[src/rtl/rtiq_pkg.sv]
// Package for the relay toggle input qualifier.
// Holds the transaction payload types, register codes, reset values and limits.
// No dependencies; every other file of the block uses it.
package rtiq_pkg;

	localparam int PRESS_W  = 10;
	localparam int STABLE_W = 8;
	localparam int CFG_W    = 10;

	localparam logic [PRESS_W-1:0]  PRESS_TICKS_MAX  = '1;
	localparam logic [STABLE_W-1:0] STABLE_TICKS_MAX = '1;

	localparam logic                DETACHED_RST     = 1'b0;
	localparam logic [PRESS_W-1:0]  PRESS_MIN_RST    = 10'd90;
	localparam logic [PRESS_W-1:0]  PRESS_MAX_RST    = 10'd900;
	localparam logic [STABLE_W-1:0] SWITCH_ATTACK_RST = 8'd7;

	typedef enum logic [1:0] {
		REG_DETACHED      = 2'd0,
		REG_PRESS_MIN     = 2'd1,
		REG_PRESS_MAX     = 2'd2,
		REG_SWITCH_ATTACK = 2'd3
	} cfg_reg_t;

	typedef struct packed {
		logic button_level;
		logic switch_level;
		logic remote_valid;
		logic remote_on;
	} sample_t;

	typedef struct packed {
		logic relay_on;
		logic relay_changed;
		logic contact_closed;
		logic contact_changed;
	} result_t;

	// Status handed from the switch debouncer to the relay logic
	typedef struct packed {
		logic changed;
		logic level;
	} sw_status_t;

endpackage

[src/rtl/rtiq_if.sv]
// Valid/ready channel interfaces for the relay toggle input qualifier.
// Depends on rtiq_pkg for the payload types.
interface rtiq_sample_if;
	logic             valid;
	logic             ready;
	rtiq_pkg::sample_t data;

	modport source (output valid, output data, input ready);
	modport sink   (input valid, input data, output ready);
endinterface

interface rtiq_result_if;
	logic             valid;
	logic             ready;
	rtiq_pkg::result_t data;

	modport source (output valid, output data, input ready);
	modport sink   (input valid, input data, output ready);
endinterface

[src/rtl/relay_toggle_input_qualifier.sv]
// Relay toggle input qualifier, top level.
// Each sample transaction passes the input register, then the result register.
// Throughput: one sample transaction per cycle while the result channel does not stall; the tick
// state updates as an item passes from the input register into the result register.
// Reset: arst_n clears both stages, the button and switch trackers, the relay and
// restores the configuration registers to their defaults.
module relay_toggle_input_qualifier (
	input  logic                         clk,
	input  logic                         arst_n,
	rtiq_sample_if.sink                  sample,
	rtiq_result_if.source                result,
	input  logic                         cfg_we,
	input  rtiq_pkg::cfg_reg_t           cfg_index,
	input  logic [rtiq_pkg::CFG_W-1:0]   cfg_data
);
	import rtiq_pkg::*;

	logic                detached_q;
	logic [PRESS_W-1:0]  press_min_q;
	logic [PRESS_W-1:0]  press_max_q;
	logic [STABLE_W-1:0] attack_q;

	logic       valid_s1;
	sample_t    data_s1;
	logic       valid_s2;
	result_t    data_s2;
	logic       relay_q;

	logic       out_free;
	logic       adv;
	logic       btn_toggle;
	sw_status_t sw_status;
	logic       sw_toggle;
	logic       relay_nxt;
	logic       relay_chg;

	// Configuration writes
	always_ff @(posedge clk or negedge arst_n) begin
		if (!arst_n) begin
			detached_q  <= DETACHED_RST;
			press_min_q <= PRESS_MIN_RST;
			press_max_q <= PRESS_MAX_RST;
			attack_q    <= SWITCH_ATTACK_RST;
		end else if (cfg_we) begin
			case (cfg_index)
				REG_DETACHED:      detached_q  <= cfg_data[0];
				REG_PRESS_MIN:     press_min_q <= cfg_data[PRESS_W-1:0];
				REG_PRESS_MAX:     press_max_q <= cfg_data[PRESS_W-1:0];
				REG_SWITCH_ATTACK: attack_q    <= cfg_data[STABLE_W-1:0];
				default: ;
			endcase
		end
	end

	// Handshake: the result register frees when empty or taken
	assign out_free     = !valid_s2 || result.ready;
	assign adv          = valid_s1 && out_free;
	assign sample.ready = !valid_s1 || out_free;

	// Input register
	always_ff @(posedge clk or negedge arst_n) begin
		if (!arst_n) begin
			valid_s1 <= 1'b0;
		end else if (sample.ready) begin
			valid_s1 <= sample.valid;
		end
	end

	always_ff @(posedge clk) begin
		if (sample.valid && sample.ready) begin
			data_s1 <= sample.data;
		end
	end

	rtiq_button u_button (
		.clk       (clk),
		.arst_n    (arst_n),
		.en        (adv),
		.level     (data_s1.button_level),
		.press_min (press_min_q),
		.press_max (press_max_q),
		.toggle    (btn_toggle)
	);

	rtiq_switch u_switch (
		.clk    (clk),
		.arst_n (arst_n),
		.en     (adv),
		.level  (data_s1.switch_level),
		.attack (attack_q),
		.status (sw_status)
	);

	// Combine button and switch toggles, then let a remote command override
	assign sw_toggle = sw_status.changed && !detached_q;

	always_comb begin
		relay_nxt = relay_q ^ btn_toggle ^ sw_toggle;
		relay_chg = btn_toggle || sw_toggle || data_s1.remote_valid;
		if (data_s1.remote_valid) begin
			relay_nxt = data_s1.remote_on;
		end
	end

	always_ff @(posedge clk or negedge arst_n) begin
		if (!arst_n) begin
			relay_q <= 1'b0;
		end else if (adv) begin
			relay_q <= relay_nxt;
		end
	end

	// Result register
	always_ff @(posedge clk or negedge arst_n) begin
		if (!arst_n) begin
			valid_s2 <= 1'b0;
		end else if (out_free) begin
			valid_s2 <= valid_s1;
		end
	end

	always_ff @(posedge clk) begin
		if (adv) begin
			data_s2.relay_on        <= relay_nxt;
			data_s2.relay_changed   <= relay_chg;
			data_s2.contact_closed  <= ~sw_status.level;
			data_s2.contact_changed <= sw_status.changed;
		end
	end

	assign result.valid = valid_s2;
	assign result.data  = data_s2;

	// Relay holds unless a toggle or remote command passes through
	a_relay_hold: assert property (@(posedge clk) disable iff (!arst_n)
		(adv && !relay_chg) |=> $stable(relay_q))
		else $error("relay moved without a reported change");

	// Input is refused only with both stages occupied
	a_ready_full: assert property (@(posedge clk) disable iff (!arst_n)
		!sample.ready |-> (valid_s1 && valid_s2))
		else $error("input stalled while a stage was free");

	// A reported relay change without remote or switch must come from the button
	a_button_src: assert property (@(posedge clk) disable iff (!arst_n)
		(adv && relay_chg && !data_s1.remote_valid && !sw_toggle) |-> btn_toggle)
		else $error("relay change without a source");

	// Accepted contact state moves only with a reported change
	a_contact_hold: assert property (@(posedge clk) disable iff (!arst_n)
		(adv && !sw_status.changed) |=> $stable(u_switch.acc_level_q))
		else $error("contact state moved without a reported change");

endmodule

[src/rtl/rtiq_button.sv]
// Push button press timer: counts ticks while held, judges the press on release.
// Depends on rtiq_pkg for widths and the saturation limit.
module rtiq_button (
	input  logic                           clk,
	input  logic                           arst_n,
	input  logic                           en,
	input  logic                           level,
	input  logic [rtiq_pkg::PRESS_W-1:0]   press_min,
	input  logic [rtiq_pkg::PRESS_W-1:0]   press_max,
	output logic                           toggle
);
	import rtiq_pkg::*;

	logic               prev_level_q;
	logic [PRESS_W-1:0] ticks_q;
	logic               done_q;
	logic [PRESS_W-1:0] ticks_inc;
	logic [PRESS_W-1:0] ticks_nxt;
	logic               done_nxt;

	// Advance the hold counter, then act on an edge of the button level
	always_comb begin
		ticks_inc = ticks_q;
		if (!prev_level_q && ticks_q < PRESS_TICKS_MAX) begin
			ticks_inc = ticks_q + PRESS_W'(1);
		end
		ticks_nxt = ticks_inc;
		done_nxt  = done_q;
		toggle    = 1'b0;
		if (level != prev_level_q) begin
			if (!level) begin
				ticks_nxt = '0;
				done_nxt  = 1'b0;
			end else if (ticks_inc >= press_min && ticks_inc <= press_max && !done_q) begin
				toggle   = 1'b1;
				done_nxt = 1'b1;
			end
		end
	end

	always_ff @(posedge clk or negedge arst_n) begin
		if (!arst_n) begin
			prev_level_q <= 1'b1;
			ticks_q      <= '0;
			done_q       <= 1'b0;
		end else if (en) begin
			prev_level_q <= level;
			ticks_q      <= ticks_nxt;
			done_q       <= done_nxt;
		end
	end

endmodule

[src/rtl/rtiq_switch.sv]
// Wall switch debouncer: accepts a new level once it has held still long enough.
// Depends on rtiq_pkg for widths, the saturation limit and the status struct.
module rtiq_switch (
	input  logic                            clk,
	input  logic                            arst_n,
	input  logic                            en,
	input  logic                            level,
	input  logic [rtiq_pkg::STABLE_W-1:0]   attack,
	output rtiq_pkg::sw_status_t            status
);
	import rtiq_pkg::*;

	logic                prev_level_q;
	logic                acc_level_q;
	logic [STABLE_W-1:0] stable_q;
	logic [STABLE_W-1:0] stable_nxt;

	// Restart the stability count on a change, otherwise count and test
	always_comb begin
		status.changed = 1'b0;
		status.level   = acc_level_q;
		stable_nxt     = '0;
		if (level == prev_level_q) begin
			stable_nxt = stable_q;
			if (stable_q < STABLE_TICKS_MAX) begin
				stable_nxt = stable_q + STABLE_W'(1);
			end
			if (level != acc_level_q && stable_nxt >= attack) begin
				status.changed = 1'b1;
				status.level   = level;
			end
		end
	end

	always_ff @(posedge clk or negedge arst_n) begin
		if (!arst_n) begin
			prev_level_q <= 1'b1;
			acc_level_q  <= 1'b1;
			stable_q     <= '0;
		end else if (en) begin
			prev_level_q <= level;
			acc_level_q  <= status.level;
			stable_q     <= stable_nxt;
		end
	end

endmodule

[src/flat_wrapper.sv]
// flat-port wrapper written by rule: the top's interface ports become plain ports
module relay_toggle_input_qualifier_flat import rtiq_pkg::*;
  (clk, arst_n, cfg_we, cfg_index, cfg_data, sample_valid, sample_data, sample_ready, result_valid, result_data, result_ready);
  rtiq_sample_if sample_i ();
  rtiq_result_if result_i ();
  input  logic clk;
  input  logic arst_n;
  input  logic cfg_we;
  input  rtiq_pkg::cfg_reg_t cfg_index;
  input  logic [rtiq_pkg::CFG_W-1:0] cfg_data;
  input wire logic [$bits(sample_i.valid)-1:0] sample_valid;
  input wire logic [$bits(sample_i.data)-1:0] sample_data;
  output wire logic [$bits(sample_i.ready)-1:0] sample_ready;
  output wire logic [$bits(result_i.valid)-1:0] result_valid;
  output wire logic [$bits(result_i.data)-1:0] result_data;
  input wire logic [$bits(result_i.ready)-1:0] result_ready;
  assign sample_i.valid = sample_valid;
  assign sample_i.data = sample_data;
  assign sample_ready = sample_i.ready;
  assign result_valid = result_i.valid;
  assign result_data = result_i.data;
  assign result_i.ready = result_ready;
  relay_toggle_input_qualifier u_core (.clk(clk), .arst_n(arst_n), .sample(sample_i), .result(result_i), .cfg_we(cfg_we), .cfg_index(cfg_index), .cfg_data(cfg_data));
endmodule
[config.mk]
export PLATFORM = sky130hd
export DESIGN_NAME = relay_toggle_input_qualifier_flat
export DESIGN_NICKNAME = d
export VERILOG_FILES = /design/src/rtl/rtiq_pkg.sv /design/src/rtl/rtiq_if.sv /design/src/rtl/relay_toggle_input_qualifier.sv /design/src/rtl/rtiq_button.sv /design/src/rtl/rtiq_switch.sv /design/src/flat_wrapper.sv
export SDC_FILE = /design/constraint.sdc
export NUM_CORES = 1
export LEC_CHECK = 0
export BUFFER_PORTS_ARGS = -buffer_cell sky130_fd_sc_hd__buf_2
export CORE_UTILIZATION = 50
export DETAILED_ROUTE_END_ITERATION = 16
export PLACE_DENSITY = 0.64
export SKIP_LAST_GASP = 1
export SYNTH_ARGS = -nofsm -noshare
export SYNTH_HDL_FRONTEND = slang
export SYNTH_SLANG_ARGS = --single-unit
[constraint.sdc]
create_clock -name clk -period 5.5 [get_ports clk]
set_input_delay 0.825 -clock clk [delete_from_list [all_inputs] [get_ports clk]]
set_output_delay 0.825 -clock clk [all_outputs]
set_load 0.02 [all_outputs]
==> impl_metrics.tcl <==
set metrics [dict create \
    muxShareOfSynthArea 0.1025 \
    synthesis.nets 395 \
    worstMarginPinSlew_ns 0.7951 \
    via_per_inst 5.349 \
    post-route-drc-count 0 \
    vias 2546 \
    yosysWarnings 0 \
    power_switching_share 0.3059 \
    slowest_stage "dfrtp_1" \
    endpoint_kind "flip-flop" \
    pwr_density_cell_nw_per_um2 318.9 \
    ios 27 \
    period_share 0.7123 \
    skew_ns 0.008410 \
    async_flop_share 0.8710 \
    yosys.area.top_type_share 0.2789 \
    post_synth_and_or_nand_nor_area_fraction 0.1433 \
    finish.instance_area_um2 4006 \
    cts_setup_buffers 0 \
    insertion_delay_ns 0.34 \
    dp_hpwl_um 4957 \
    synth_compound_area_frac 0.1196 \
    synth_adder_area_share 0.1046 \
    hold_ws_ns 0.4906 \
    finalSetupTns_ns 0 \
    cts_resized 0 \
    htree_levels 3 \
    period_needed_ns 3.917 \
    grt_pass1_wl_um 11640 \
    top_layer_used "met4" \
    gp_congestion 0.8759 \
    drt_iter0_markers 131 \
    drtPass1Iterations 4 \
    seq_area_frac_synth 0.4484 \
    met3_length_um 240 \
    worst-path-max-fanout 5 \
    die_h_um 86.72 \
    diodes 0 \
    switching_power_mw 0.3908 \
    routed-wl-met2_um 3039 \
    ys_top_cells_by_area "dfrtp_1, ha_1, dfstp_2" \
    max_freq_mhz 255.3 \
    grt-ovfl-total 0 \
    synth_area_um2 3588 \
    die_w_um 86.72 \
    clkTransAtPathRegs_ns 0.07 \
    multi_input_area_um2 1814 \
    syn_area_per_cell_um2 10.43 \
    status "finished, final reports clean" \
    rsz0062_at_grt "false" \
    holdBufCountCts 0 \
    cp.buffers_inverters 0 \
    grt_pass1_vias 2490 \
    synth_top_family_by_area "simple AND/OR/NAND/NOR gates" \
    layout-drive-gt1-share 0.2447 \
    power_leakage_nw 1.920 \
    grt_use_total 0.2055 \
    rows 30 \
    relSlewSlack 0.4687 \
    drv_cap 0 \
    hold_path.class "flip-flop to flip-flop" \
    final.fill_count 589 \
    synthToLayoutAreaGrowth_pct 11.65 \
    ys_types 48 \
    synthFlopType "dfrtp_1" \
    placed_area_um2 3820 \
    cts_tree "built" \
    combPwrFrac 0.235 \
    start_util 0.5224 \
    peakVddDrop_v 0.0001881 \
    cpMostUsedCell "and3_1" \
    ant_nets 0 \
    critPathMaxStageDelay_ns 0.43 \
    worstSetupPathType "flip-flop to flip-flop" \
    intPower_mw 0.8868 \
    yosysTopAreaCell "dfrtp_1" \
    met1Wirelength_um 3383 \
    sequentialPowerShare 0.472 \
    power_frac_clock 0.293 \
    clockRootBuffer "clkbuf_8" \
    crit_required_ns 5.69 \
    port_buffers 26 \
    post-route-util 0.5832 \
    register_area_um2 1609 \
    hold_violations 0 \
    synthXorXnorAreaFrac 0.03556 \
    crit_family "simple AND/OR/NAND/NOR gates" \
    wirelength_um 6777 \
    avgRoutedWirePerCell_um 14.24 \
    final-setup-viol-count 0 \
    clockBufferDepth 2 \
    cts_buffers 9 \
    crit_chain "ha_1, and3_1, a311oi_4, and3_1, and3_1, nand3_2, xnor2_1, ha_1, a21oi_1, o211ai_1, nor3_1, o221ai_1, nor3_2, xnor3_1, o21ai_1" \
    p_total_mw 1.278 \
    drv_slew 0 \
    ys_seq_elements 62 \
    core_area_um2 6869 \
    cp_data_arrival_time_ns 4.11 \
    startpoint_type "flip-flop" \
    cts_num_sinks 62 \
    nets 426 \
    synth-edff-count 8 \
    die_area_um2 7519 \
    synthCells 344 \
    grt_max_degree 55 \
    grt_antenna_before_repair 0 \
]
-- cells in the mapped netlist (all sizes together), types with 4 or more instances --
cell type / number
dfrtp: 40
inv: 35
nand2: 31
ha: 30
mux2: 30
o21ai: 23
a21oi: 15
dfstp: 14
nand2b: 12
nand3: 9
nor2: 9
edfxtp: 8
clkbuf: 7
o31ai: 7
xnor2: 7
and3: 6
and2: 5
nand4: 5
xor2: 5
a21o: 4
-- stage by stage --
| stage | cells | setup slack, ns |
|---|---|---|
| final | 476 | 1.583 |
| after global placement | 460 | 1.727 |
| after floorplan | 344 | 1.959 |
| after CTS | 476 | 1.575 |
| after detailed placement | 460 | 1.621 |
| after global routing | 476 | 1.281 |
-- cell families (layout without fill, tap and decap cells) --
group                      count (synthesis)  count (layout)
buffers and inverters                     43              79
adders and majority gates                 30              30
muxes                                     33              33
and+or+nand+nor                           96              96
xor gates and xnor gates                  13              13
DFF                                       62              62
AOI/OAI and AO/OA                         67              67
-- final timing paths --
path	depth (start not counted)	slack (ns)	from	to
setup / recovery	15	1.58	u_core.u_button.ticks_q[0]	u_core.result.data[3]
hold / removal	1	0.49	u_core.valid_s1	u_core.result.valid
setup reg to reg	15	1.58	u_core.u_button.ticks_q[0]	u_core.result.data[3]
hold reg to reg	1	0.49	u_core.valid_s1	u_core.result.valid
max in group asynchronous	2	4.43	arst_n	u_core.press_min_q[8]
min in group asynchronous	2	0.61	arst_n	u_core.u_switch.stable_q[4]
-- cell type report --
class,count,area share
Clock buffer,12,0.04154
Clock inverter,4,0.004997
Multi-Input combinational cell,239,0.4528
Tap cell,96,0.02998
Sequential cell,62,0.4016
Timing Repair Buffer,28,0.03623
Inverter,35,0.03279
-- registers in the layout (all words and copies together), names as in the netlist --
register,cells
u_core.u_button.prev_level_q,1
u_core.u_switch.acc_level_q,1
u_core.valid_s1,1
u_core.u_button.done_q,1
u_core.result.data,4
u_core.u_switch.stable_q,8
u_core.u_button.ticks_q,10
u_core.attack_q,8
u_core.u_switch.prev_level_q,1
u_core.press_max_q,10
u_core.press_min_q,10
u_core.data_s1,4
u_core.result.valid,1
u_core.relay_q,1
u_core.detached_q,1
-- power by group through the flow --
| stage | combinational, mW | sequential, mW | clock, mW |
|---|---|---|---|
| detailed placement | 0.303 | 0.610 | 0 |
| global placement | 0.295 | 0.607 | 0 |
| global route | 0.353 | 0.613 | 0.406 |
| CTS | 0.305 | 0.602 | 0.385 |
| floorplan | 0.227 | 0.595 | 0 |
| finish | 0.301 | 0.603 | 0.374 |
-- layout by cell type (no fill, tap or decap), drive strengths merged, types with 4 or more instances in the layout --
cell and n:
dfstp 14, and2 5, nand4 5, ha 30, mux2 30, clkinv 4, clkbuf 12, o21ai 23
nor2 9, o31ai 7, nand2b 12, buf 28, a21o 4, dfrtp 40, xor2 5, a21oi 15
xnor2 7, nand2 31, edfxtp 8, inv 35, nand3 9, and3 6
-- worst register-to-register path: stages, from the launching register on --
cell and delay (ns):
dfrtp_1 0.43, ha_1 0.22, and3_1 0.22, a311oi_4 0.29, and3_1 0.22, and3_1 0.27, nand3_2 0.12, xnor2_1 0.22
ha_1 0.29, a21oi_1 0.21, o211ai_1 0.12, nor3_1 0.19, o221ai_1 0.28, nor3_2 0.24, xnor3_1 0.34, o21ai_1 0.11
-- layer usage --
metal,vias to the layer above,global-route usage
met5,-,0
met1,1199,0.2760
met3,10,0.03714
met2,58,0.3261
met4,0,0.09091
li1,1279,-
Note: power is estimated with default switching activity, not from simulation.
